$ cat src/rtl/sawbc_pkg.sv
package sawbc_pkg;

    // command codes
    localparam logic [1:0] CMD_PRELOAD = 2'd0;
    localparam logic [1:0] CMD_READ    = 2'd1;
    localparam logic [1:0] CMD_WRITE   = 2'd2;
    localparam logic [1:0] CMD_FLUSH   = 2'd3;

    // transfer kinds
    localparam logic [2:0] XFER_C2P = 3'd0;
    localparam logic [2:0] XFER_P2C = 3'd1;
    localparam logic [2:0] XFER_M2C = 3'd2;
    localparam logic [2:0] XFER_C2M = 3'd3;
    localparam logic [2:0] XFER_DROP = 3'd4;

    // configuration register indexes
    localparam logic [1:0] REG_BLOCK_WORDS_LOG2 = 2'd0;
    localparam logic [1:0] REG_SETS_LOG2        = 2'd1;
    localparam logic [1:0] REG_WAYS_LOG2        = 2'd2;

    // storage geometry
    localparam int MEM_WORDS       = 65536;
    localparam int MAX_LINES       = 256;
    localparam int MAX_BLOCK_WORDS = 8;
    localparam int MEM_AW  = $clog2(MEM_WORDS);
    localparam int LINE_AW = $clog2(MAX_LINES);
    localparam int OFF_W   = $clog2(MAX_BLOCK_WORDS);
    localparam int QUEUE_DEPTH = 2;

    typedef struct packed {
        logic [1:0]         cmd;
        logic [15:0]        word_address;
        logic signed [31:0] write_word;
        logic [15:0]        access_stamp;
        logic [7:0]         line_set;
        logic [2:0]         line_way;
    } in_item_t;

    typedef struct packed {
        logic [2:0]         transfer_kind;
        logic [15:0]        start_address;
        logic [3:0]         word_count;
        logic signed [31:0] read_word;
        logic               last;
    } out_item_t;

    // class decided by the front end
    typedef enum logic [1:0] {
        CLS_PRELOAD = 2'd0,
        CLS_ACCESS  = 2'd1,
        CLS_FLUSH   = 2'd2,
        CLS_NONE    = 2'd3
    } cls_t;

    typedef struct packed {
        in_item_t item;
        cls_t     cls;
        logic     is_read;
    } q_entry_t;

    // queue handshake toward the back end
    typedef struct packed {
        logic     valid;
        q_entry_t entry;
    } q_head_t;

endpackage

$ cat src/rtl/sawbc_front.sv
module sawbc_front (
    input  logic                aclk,
    input  logic                aresetn,
    input  logic                s_valid,
    output logic                s_ready,
    input  sawbc_pkg::in_item_t s_data,
    output sawbc_pkg::q_head_t  q_head,
    input  logic                q_pop
);

    sawbc_pkg::q_entry_t q_mem_reg [sawbc_pkg::QUEUE_DEPTH];
    logic       wr_ptr_reg, rd_ptr_reg;
    logic [1:0] count_reg;
    sawbc_pkg::q_entry_t entry_in;
    logic push, pop;

    // classify the incoming transaction
    always_comb begin
        entry_in.item    = s_data;
        entry_in.is_read = (s_data.cmd == sawbc_pkg::CMD_READ);
        case (s_data.cmd)
            sawbc_pkg::CMD_PRELOAD: entry_in.cls = sawbc_pkg::CLS_PRELOAD;
            sawbc_pkg::CMD_READ,
            sawbc_pkg::CMD_WRITE:   entry_in.cls = sawbc_pkg::CLS_ACCESS;
            sawbc_pkg::CMD_FLUSH:   entry_in.cls = sawbc_pkg::CLS_FLUSH;
            default:                entry_in.cls = sawbc_pkg::CLS_NONE;
        endcase
    end

    assign s_ready = (count_reg != 2'(sawbc_pkg::QUEUE_DEPTH));
    assign push = s_valid && s_ready;
    assign pop  = q_pop && (count_reg != 2'd0);
    assign q_head.valid = (count_reg != 2'd0);
    assign q_head.entry = q_mem_reg[rd_ptr_reg];

    // queue storage
    always_ff @(posedge aclk) begin
        if (push) begin
            q_mem_reg[wr_ptr_reg] <= entry_in;
        end
    end

    // queue pointers
    always_ff @(posedge aclk) begin
        if (!aresetn) begin
            wr_ptr_reg <= 1'b0;
            rd_ptr_reg <= 1'b0;
            count_reg  <= 2'd0;
        end else begin
            if (push) wr_ptr_reg <= ~wr_ptr_reg;
            if (pop)  rd_ptr_reg <= ~rd_ptr_reg;
            count_reg <= count_reg + 2'(push) - 2'(pop);
        end
    end

endmodule

$ cat config.mk
export PLATFORM = sky130hd
export DESIGN_NAME = sawbc_front
export DESIGN_NICKNAME = d
export VERILOG_FILES = /design/src/rtl/sawbc_pkg.sv /design/src/rtl/sawbc_front.sv
export SDC_FILE = /design/constraint.sdc
export NUM_CORES = 1
export LEC_CHECK = 0
export ABC_AREA = 1
export BUFFER_PORTS_ARGS = -buffer_cell sky130_fd_sc_hd__clkbuf_2
export CAP_MARGIN = 0
export CORE_AREA = 2 2 123 125
export DETAILED_ROUTE_END_ITERATION = 12
export DIE_AREA = 0 0 125 127
export PLACE_DENSITY = 0.69
export SYNTH_ARGS = -nofsm -noshare
export SYNTH_HDL_FRONTEND = slang
export SYNTH_SLANG_ARGS = --single-unit
$ cat constraint.sdc
create_clock -name aclk -period 5.08 [get_ports aclk]
set_input_delay 0.508 -clock aclk [delete_from_list [all_inputs] [get_ports aclk]]
set_output_delay 0.508 -clock aclk [all_outputs]
set_load 0.01 [all_outputs]
==> results of run 1 <==
-- cell usage after synthesis --
| cell | instances |
|---|---|
| xnor2_1 | 1 |
| nand3_1 | 1 |
| edfxtp_1 | 160 |
| buf_12 | 8 |
| nand2_1 | 11 |
| inv_1 | 9 |
| a21oi_1 | 1 |
| ha_1 | 3 |
| dfxtp_1 | 5 |
| buf_6 | 1 |
| nor2_1 | 9 |
| mux2_4 | 80 |
-- final cells by class --
class	instances	area, sq um	share of cell area
tap	184	230.2	0.02894
multi-input combinational	106	1348	0.1694
inverter	9	33.78	0.004246
timing repair buffer	166	840.8	0.1057
sequential	165	4908	0.6169
clock inverter	11	158.9	0.01997
clock buffer	20	436.7	0.05488
-- worst max path at each step --
stage	cells after the start	from	end	slack, ns
floorplan	2	s_valid	q_mem_reg[1][0]	0.54
global placement	3	register	q_head[41]	2.47
detailed placement	3	register	q_head[42]	2.42
CTS	3	register	q_head[42]	1.98
global route	3	register	q_head[42]	1.89
finish	3	register	q_head[42]	2.06
-- kinds of logic after synthesis --
logic type	count (synthesis)	share of synthesized area
AO/OA/AOI/OAI	1	0.0007761
XOR/XNOR	1	0.001360
adder cells (fa/ha/maj)	3	0.005827
buffers and inverters	18	0.03185
flip-flops	165	0.7613
multiplexers	80	0.1864
AND/OR/NAND/NOR	21	0.01243
-- power by group --
| part | internal (mW) | switching [mW] |
|---|---|---|
| combinational | 0.502 | 0.433 |
| clock | 0.814 | 0.460 |
| sequential | 1.73 | 0.131 |
-- stage by stage --
stage               hold WS, ns  cell area, sq um
floorplan                0.4669              6442
global placement         0.4795              7361
detailed placement       0.5244              7361
CTS                      0.2644              7956
global route             0.2640              7956
finish                   0.2857              7956
-- layer usage --
| metal | vias up | GRT usage | wire length (microns) |
|---|---|---|---|
| li1 | 1466 | - | - |
| met1 | 1504 | 0.1642 | 4355 |
| met2 | 95 | 0.2359 | 5691 |
| met3 | 13 | 0.04899 | 696 |
| met4 | 0 | 0.05686 | 157 |
| met5 | - | 0 | 0 |
==> run metrics, run 1 <==
status finished, final reports clean; sequential fraction of the synthesis area 0.7613; first-pass GRT wire length 16620 microns; Vias 3078; largest net degree at the start of global routing 81; clk root buf clkbuf_16; worst flop-to-flop path startpoint count_reg[0]; Sink Count 165; CTS tree done; chip height 127 microns; wirelength, routed 10900 microns; Nets 549; port bufs 162; PostCTS Resize Cnt 0; slowest cell delay on critical path 1.05 ns; number of cells on the worst hold path 1; commonest non-fill, non-tap cell in the layout clkbuf_2; leakage power 3.208 nW; Finished Core Util 0.5516; cells along the critical path buf_4 -> mux2_4 -> clkbuf_2; DRC viols 0; Mean Syn Cell Area 22.29 sq um; crit-path max FO 58; Congestion Overflow GR 0; setup_tns 0 ns; most frequent cells in the layout clkbuf_2, edfxtp_1, mux2_4; fraction of the cycle the final worst path needs 0.5946; clk_lat worst skew 0.41 ns; distinct cell type count after synthesis 12; Ports 163; Starting DRT DRC Count 232; Worst EP arrival 2.51 ns; Final GP Congestion 0.7285; worst vdd ir 0.2955 mV; max FFs per register 160; Worst Hold Class primary input to register; area grow syn2layout 23.50%; worst reg-to-reg setup slack 3.01 ns; CP required 4.57 ns; Post-Syn Nets 373; FF-to-FF path depth 5; final worst slack 2.059 ns; H-tree lvl count 4; Slew headroom 0.2640; post-place setup slack 2.418 ns; die area 15880 sq um; FF+latch count, synth 165; Fillers 1139; Tmin final 3.021 ns; final hold violation count 0; Detailed Routing Iterations Pass 1 4; setup bufs post-CTS 0; top cells by area, synth edfxtp_1, mux2_4, buf_12; hold path start s_data[68]; Final Max Tran Viols 0; Worst Path Buf+Inv 2; CP delay by family, top flip-flops; Ant. Diodes 0; Starting Density 0.4467; post-synthesis cell count 289; fraction of layout cells with a size suffix above 1 0.5765; Worst Setup End Kind output port; Final setup viols 0; reg-to-reg endpoint q_mem_reg[0][57]; core area 14420 sq um; non-filler instance count after layout 661; synthesized cell area 6442 sq um; cts-stage hold buffer count 0; RSZ-0062 raised after global routing false; initial antenna violation count 0; Crit-path slowest cell dfxtp_4; vias in the first global route 3222; Max-Cap Viols 0; worst-margin pin slew 1.104 ns; Power Density 511.9 nW/um^2; Wirelength per Cell 16.49 microns; CTS Buf Count 17; die width 125 microns; Post-DRT Antenna Nets 0; Tot Pwr 4.073 mW; Synth top area share 0.7458; Total GRT Usage 0.1396; DR vias/cell 4.657; Hold EP q_mem_reg[0][71]; Setup crit start kind register; CTS Buffer Depth 2; Rows 44; Worst-path clk slew 0.06 ns; f_max 331.1 MHz; synthesis warning total 0; area leader, netlist edfxtp_1; Placed Cells 630; dpl hpwl 7353 microns; Crit Path Class register to output port; Layout Skew 0.008945 ns
(Power assumes the default switching activity.)
==> run 2, diff against run 1 <==
--- a/config.mk
+++ b/config.mk
@@ -11,7 +11,7 @@
 export CORE_AREA = 2 2 123 125
 export DETAILED_ROUTE_END_ITERATION = 12
 export DIE_AREA = 0 0 125 127
-export PLACE_DENSITY = 0.69
+export PLACE_DENSITY = 0.71
 export SYNTH_ARGS = -nofsm -noshare
 export SYNTH_HDL_FRONTEND = slang
 export SYNTH_SLANG_ARGS = --single-unit
==> constraint.sdc (replaced) <==
create_clock -name aclk -period 2.7 [get_ports aclk]
set_input_delay 0.27 -clock aclk [delete_from_list [all_inputs] [get_ports aclk]]
set_output_delay 0.27 -clock aclk [all_outputs]
set_load 0.01 [all_outputs]
==> run metrics, run 2 (synthesis results as in run 1) <==
WHS 0.03758 ns; H-tree lvl count 4; status finished, final reports clean; Vias 3131; clk root buf clkbuf_16; Setup crit start kind register; commonest non-fill, non-tap cell in the layout clkbuf_2; max FFs per register 160; Final Max Tran Viols 0; slowest cell delay on critical path 0.66 ns; Post-DRT Antenna Nets 0; Power Density 949.3 nW/um^2; Worst Hold Class primary input to register; Tot Pwr 7.584 mW; met2 wire length 5518 microns; most frequent cells in the layout clkbuf_2, edfxtp_1, mux2_4; cts-stage hold buffer count 0; Ports 163; Rows 44; Sw Share 0.2651; Worst-path clk slew 0.06 ns; first-pass GRT wire length 17020 microns; Starting Density 0.4467; worst-margin pin slew 0.4980 ns; setup bufs post-CTS 0; crit-path max FO 26; Worst EP arrival 1.95 ns; final instance area 7989 sq um; final hold violation count 0; Flop pwr share 0.450; internal power 5.573 mW; CP required 2.43 ns; Congestion Overflow GR 0; Starting DRT DRC Count 213; DRC viols 0; Final GP Congestion 0.7145; die width 125 microns; Max-Cap Viols 0; Tmin final 2.221 ns; Comb pwr share 0.248; CTS Buf Count 17; worst vdd ir 0.4516 mV; port bufs 162; area grow syn2layout 24.00%; Top Layer Used met4; post-place instance area 7421 sq um; RSZ-0062 raised after global routing false; largest net degree at the start of global routing 61; f_max 450.2 MHz; DRT met1 WL 4717 microns; fraction of the cycle the final worst path needs 0.8226; CTS tree done; CP delay by family, top flip-flops; Sink Count 165; Clk network pwr share 0.302; dpl hpwl 7582 microns; cells along the critical path buf_4 -> mux2_4 -> clkbuf_2; die area 15880 sq um; Wirelength per Cell 16.84 microns; DR vias/cell 4.701; Layout Skew 0.005953 ns; Worst Path Buf+Inv 2; Slew headroom 0.6680; chip height 127 microns; Crit-path slowest cell dfxtp_4; Nets 552; WL met3 767 microns; PostCTS Resize Cnt 0; initial antenna violation count 1; Worst Setup End Kind output port; clk_lat worst skew 0.42 ns; core area 14420 sq um; Crit Path Class register to output port; Final setup viols 0; wirelength, routed 11220 microns; Detailed Routing Iterations Pass 1 4; worst reg-to-reg setup slack 1.09 ns; CTS Buffer Depth 2; fraction of layout cells with a size suffix above 1 0.5821; Total GRT Usage 0.1435; vias in the first global route 3281; switching power total 2.011 mW; leakage power 3.206 nW; Finished Core Util 0.5539
[run 2: final timing paths]
path	start	end	depth (start not counted)
hold reg to reg	rd_ptr_reg	rd_ptr_reg	2
setup reg to reg	count_reg[0]	q_mem_reg[0][18]	5
setup / recovery	register	q_head[36]	3
hold / removal	s_data[13]	q_mem_reg[1][16]	1
[run 2: area by class of cell]
cell class              count  area, sq um
diodes                      1        2.502
clock buffers              18        429.2
clock inverters            14        136.4
fillers                  1149         6435
inverters                   9        33.78
multi-input cells         106         1348
flip-flops and latches    165         4908
well taps                 184        230.2
repair buffers            169        900.9
[run 2: routing by layer]
metal	track usage	vias up
li1	-	1477
met3	0.06198	18
met2	0.2318	107
met5	0	-
met1	0.1690	1529
met4	0.06209	0
[run 2: power groups by stage]
stage | registers [mW] | clock network [mW] | logic (mW)
after floorplan | 3.40 | 0 | 1.44
after global placement | 3.45 | 0 | 1.90
after detailed placement | 3.47 | 0 | 1.91
after CTS | 3.42 | 2.33 | 1.92
after global routing | 3.45 | 2.46 | 2.03
final | 3.42 | 2.29 | 1.88
[run 2: stage by stage]
stage,std cells,TNS [ns],setup WS [ns]
floorplan,289,-78.17,-0.4959
global placement,633,0,0.9166
detailed placement,633,0,0.9108
CTS,665,0,0.4518
global route,665,0,0.3916
finish,666,0,0.4789
[run 2: worst reg2reg max path: stages (launching register included)]
cell and delay [ns]:
dfxtp_1 0.35, inv_1 0.05, nand2_1 0.08, nand2_1 0.23
nor2_4 0.20, buf_12 0.31
==> run 3, diff against run 2 <==
--- a/config.mk
+++ b/config.mk
@@ -11,7 +11,7 @@
 export CORE_AREA = 2 2 123 125
 export DETAILED_ROUTE_END_ITERATION = 12
 export DIE_AREA = 0 0 125 127
-export PLACE_DENSITY = 0.71
+export PLACE_DENSITY = 0.69
 export SYNTH_ARGS = -nofsm -noshare
 export SYNTH_HDL_FRONTEND = slang
 export SYNTH_SLANG_ARGS = --single-unit
==> constraint.sdc (replaced) <==
create_clock -name aclk -period 2.15 [get_ports aclk]
set_input_delay 0.215 -clock aclk [delete_from_list [all_inputs] [get_ports aclk]]
set_output_delay 0.215 -clock aclk [all_outputs]
set_load 0.01 [all_outputs]
==> run metrics, run 3 (synthesis results as in run 1) <==
worst-margin pin slew 0.5142 ns; wirelength, routed 11480 microns; Worst EP arrival 1.67 ns; Tot Pwr 10.13 mW; worst vdd ir 0.6674 mV; first-pass GRT wire length 18160 microns; Sink Count 165; DR vias/cell 4.608; FF-to-FF path depth 9; Starting Density 0.4467; initial antenna violation count 1; DRC viols 0; Starting DRT DRC Count 157; Ports 163; CTS Buffer Depth 2; number of cells on the worst hold path 3; Power Density 1144 nW/um^2; CP required 1.93 ns; Slew headroom 0.6572; core area 14420 sq um; WHS 0.04487 ns; sequential cell area 4910 sq um; Worst-path clk slew 0.06 ns; Finished Core Util 0.6140; status finished, final reports clean; final hold violation count 0; Total GRT Usage 0.1494; fraction of layout cells with a size suffix above 1 0.5117; H-tree lvl count 4; die area 15880 sq um; Placed Cells 632; Rows 44; crit-path max FO 25; area grow syn2layout 37.46%; Crit Path Class register to output port; vias in the first global route 3685; Congestion Overflow GR 0; Final setup viols 0; CTS Buf Count 17; fraction of the cycle the final worst path needs 0.8779; Final GP Congestion 0.7361; Detailed Routing Iterations Pass 1 4; Layout Skew 0.004747 ns; non-filler instance count after layout 740; multi-input logic area 1363 sq um; Nets 626; PostCTS Resize Cnt 0; setup bufs post-CTS 0; commonest non-fill, non-tap cell in the layout clkbuf_2; dpl hpwl 6985 microns; Setup crit start kind register; clk_lat worst skew 0.41 ns; port bufs 162; RSZ-0062 raised after global routing false; Fillers 1074; Post-DRT Antenna Nets 0; worst reg-to-reg setup slack 0.47 ns; reg-to-reg endpoint count_reg[1]; max FFs per register 160; end point of the critical path q_head[28]; most frequent cells in the layout clkbuf_2, edfxtp_1, mux2_4; largest net degree at the start of global routing 56; Worst Setup End Kind output port; leakage power 3.583 nW; Final Max Tran Viols 0; post-place instance area 7442 sq um; Vias 3410; CTS tree done; final instance area 8856 sq um; die width 125 microns; Wirelength per Cell 15.52 microns; f_max 529.8 MHz; clk root buf clkbuf_16; Max-Cap Viols 0; worst flop-to-flop path startpoint count_reg[1]; Worst Hold Class primary input to register; Tmin final 1.887 ns; chip height 127 microns
[run 3: cell count changes in the layout (fill, tap and decap cells not counted)]
cell / previous run / this run
buf_12: 3 / 4
buf_4: 4 / 2
bufinv_16: 2 / 6
clkbuf_1: 1 / 0
clkinv_4: 1 / 3
clkinvlp_4: 5 / 1
dfxtp_1: 4 / 3
dfxtp_2: 0 / 1
dlygate4sd3_1: 0 / 75
inv_1: 9 / 8
inv_2: 0 / 1
inv_6: 1 / 0
nand2_1: 11 / 9
nand2_4: 0 / 2
[run 3: cell type report]
cell class | instances | share of cell area
Sequential cell | 165 | 0.5544
Timing Repair Buffer | 243 | 0.1871
Multi-Input combinational cell | 106 | 0.1539
Clock buffer | 17 | 0.04804
Clock inverter | 15 | 0.02656
Tap cell | 184 | 0.02600
Inverter | 9 | 0.003815
Antenna cell | 1 | 0.0002826
[run 3: critical path, cell delays in order, from the launching register on]
cell and delay (ns):
dfxtp_4 0.36, buf_4 0.40, mux2_4 0.35, clkbuf_2 0.13
[run 3: how the worst min path moves through the flow]
stage                from                to  slack [ns]
5_1_grt           aresetn      count_reg[0]        0.03
2_1_floorplan     aresetn      count_reg[0]        0.31
4_1_cts        s_data[25]  q_mem_reg[0][28]       0.003
3_3_place_gp   s_data[38]  q_mem_reg[0][41]        0.40
6_report          aresetn      count_reg[0]        0.04
3_5_place_dp   s_data[57]  q_mem_reg[0][60]        0.41
[run 3: routing by layer]
layer | global-route usage | part of all wire | routed length [microns]
met1 | 0.1661 | 0.40 | 4568
met3 | 0.04941 | 0.063 | 728
met5 | 0 | 0 | 0
met2 | 0.2660 | 0.52 | 5986
met4 | 0.06013 | 0.017 | 200
[run 3: report_power, final]
group,switching (mW),leakage (nW),total [mW],internal (mW)
Sequential,0.129,1.54,4.21,4.08
Combinational,1.25,1.73,2.58,1.33
Clock,1.17,0.319,3.34,2.17
Total,2.55,3.58,10.1,7.58
[run 3: timing repair]
action	in CTS	in global routing
endpoints found under the setup margin	0	0
hold buffers	74	1
endpoints found under the hold margin	148	2
[run 3: per-stage QoR]
stage	TNS [ns]	setup WS [ns]
floorplan	-0.5177	-0.006471
global placement	0	0.6493
detailed placement	0	0.5049
CTS	0	0.2263
global route	0	0.1853
finish	0	0.2626
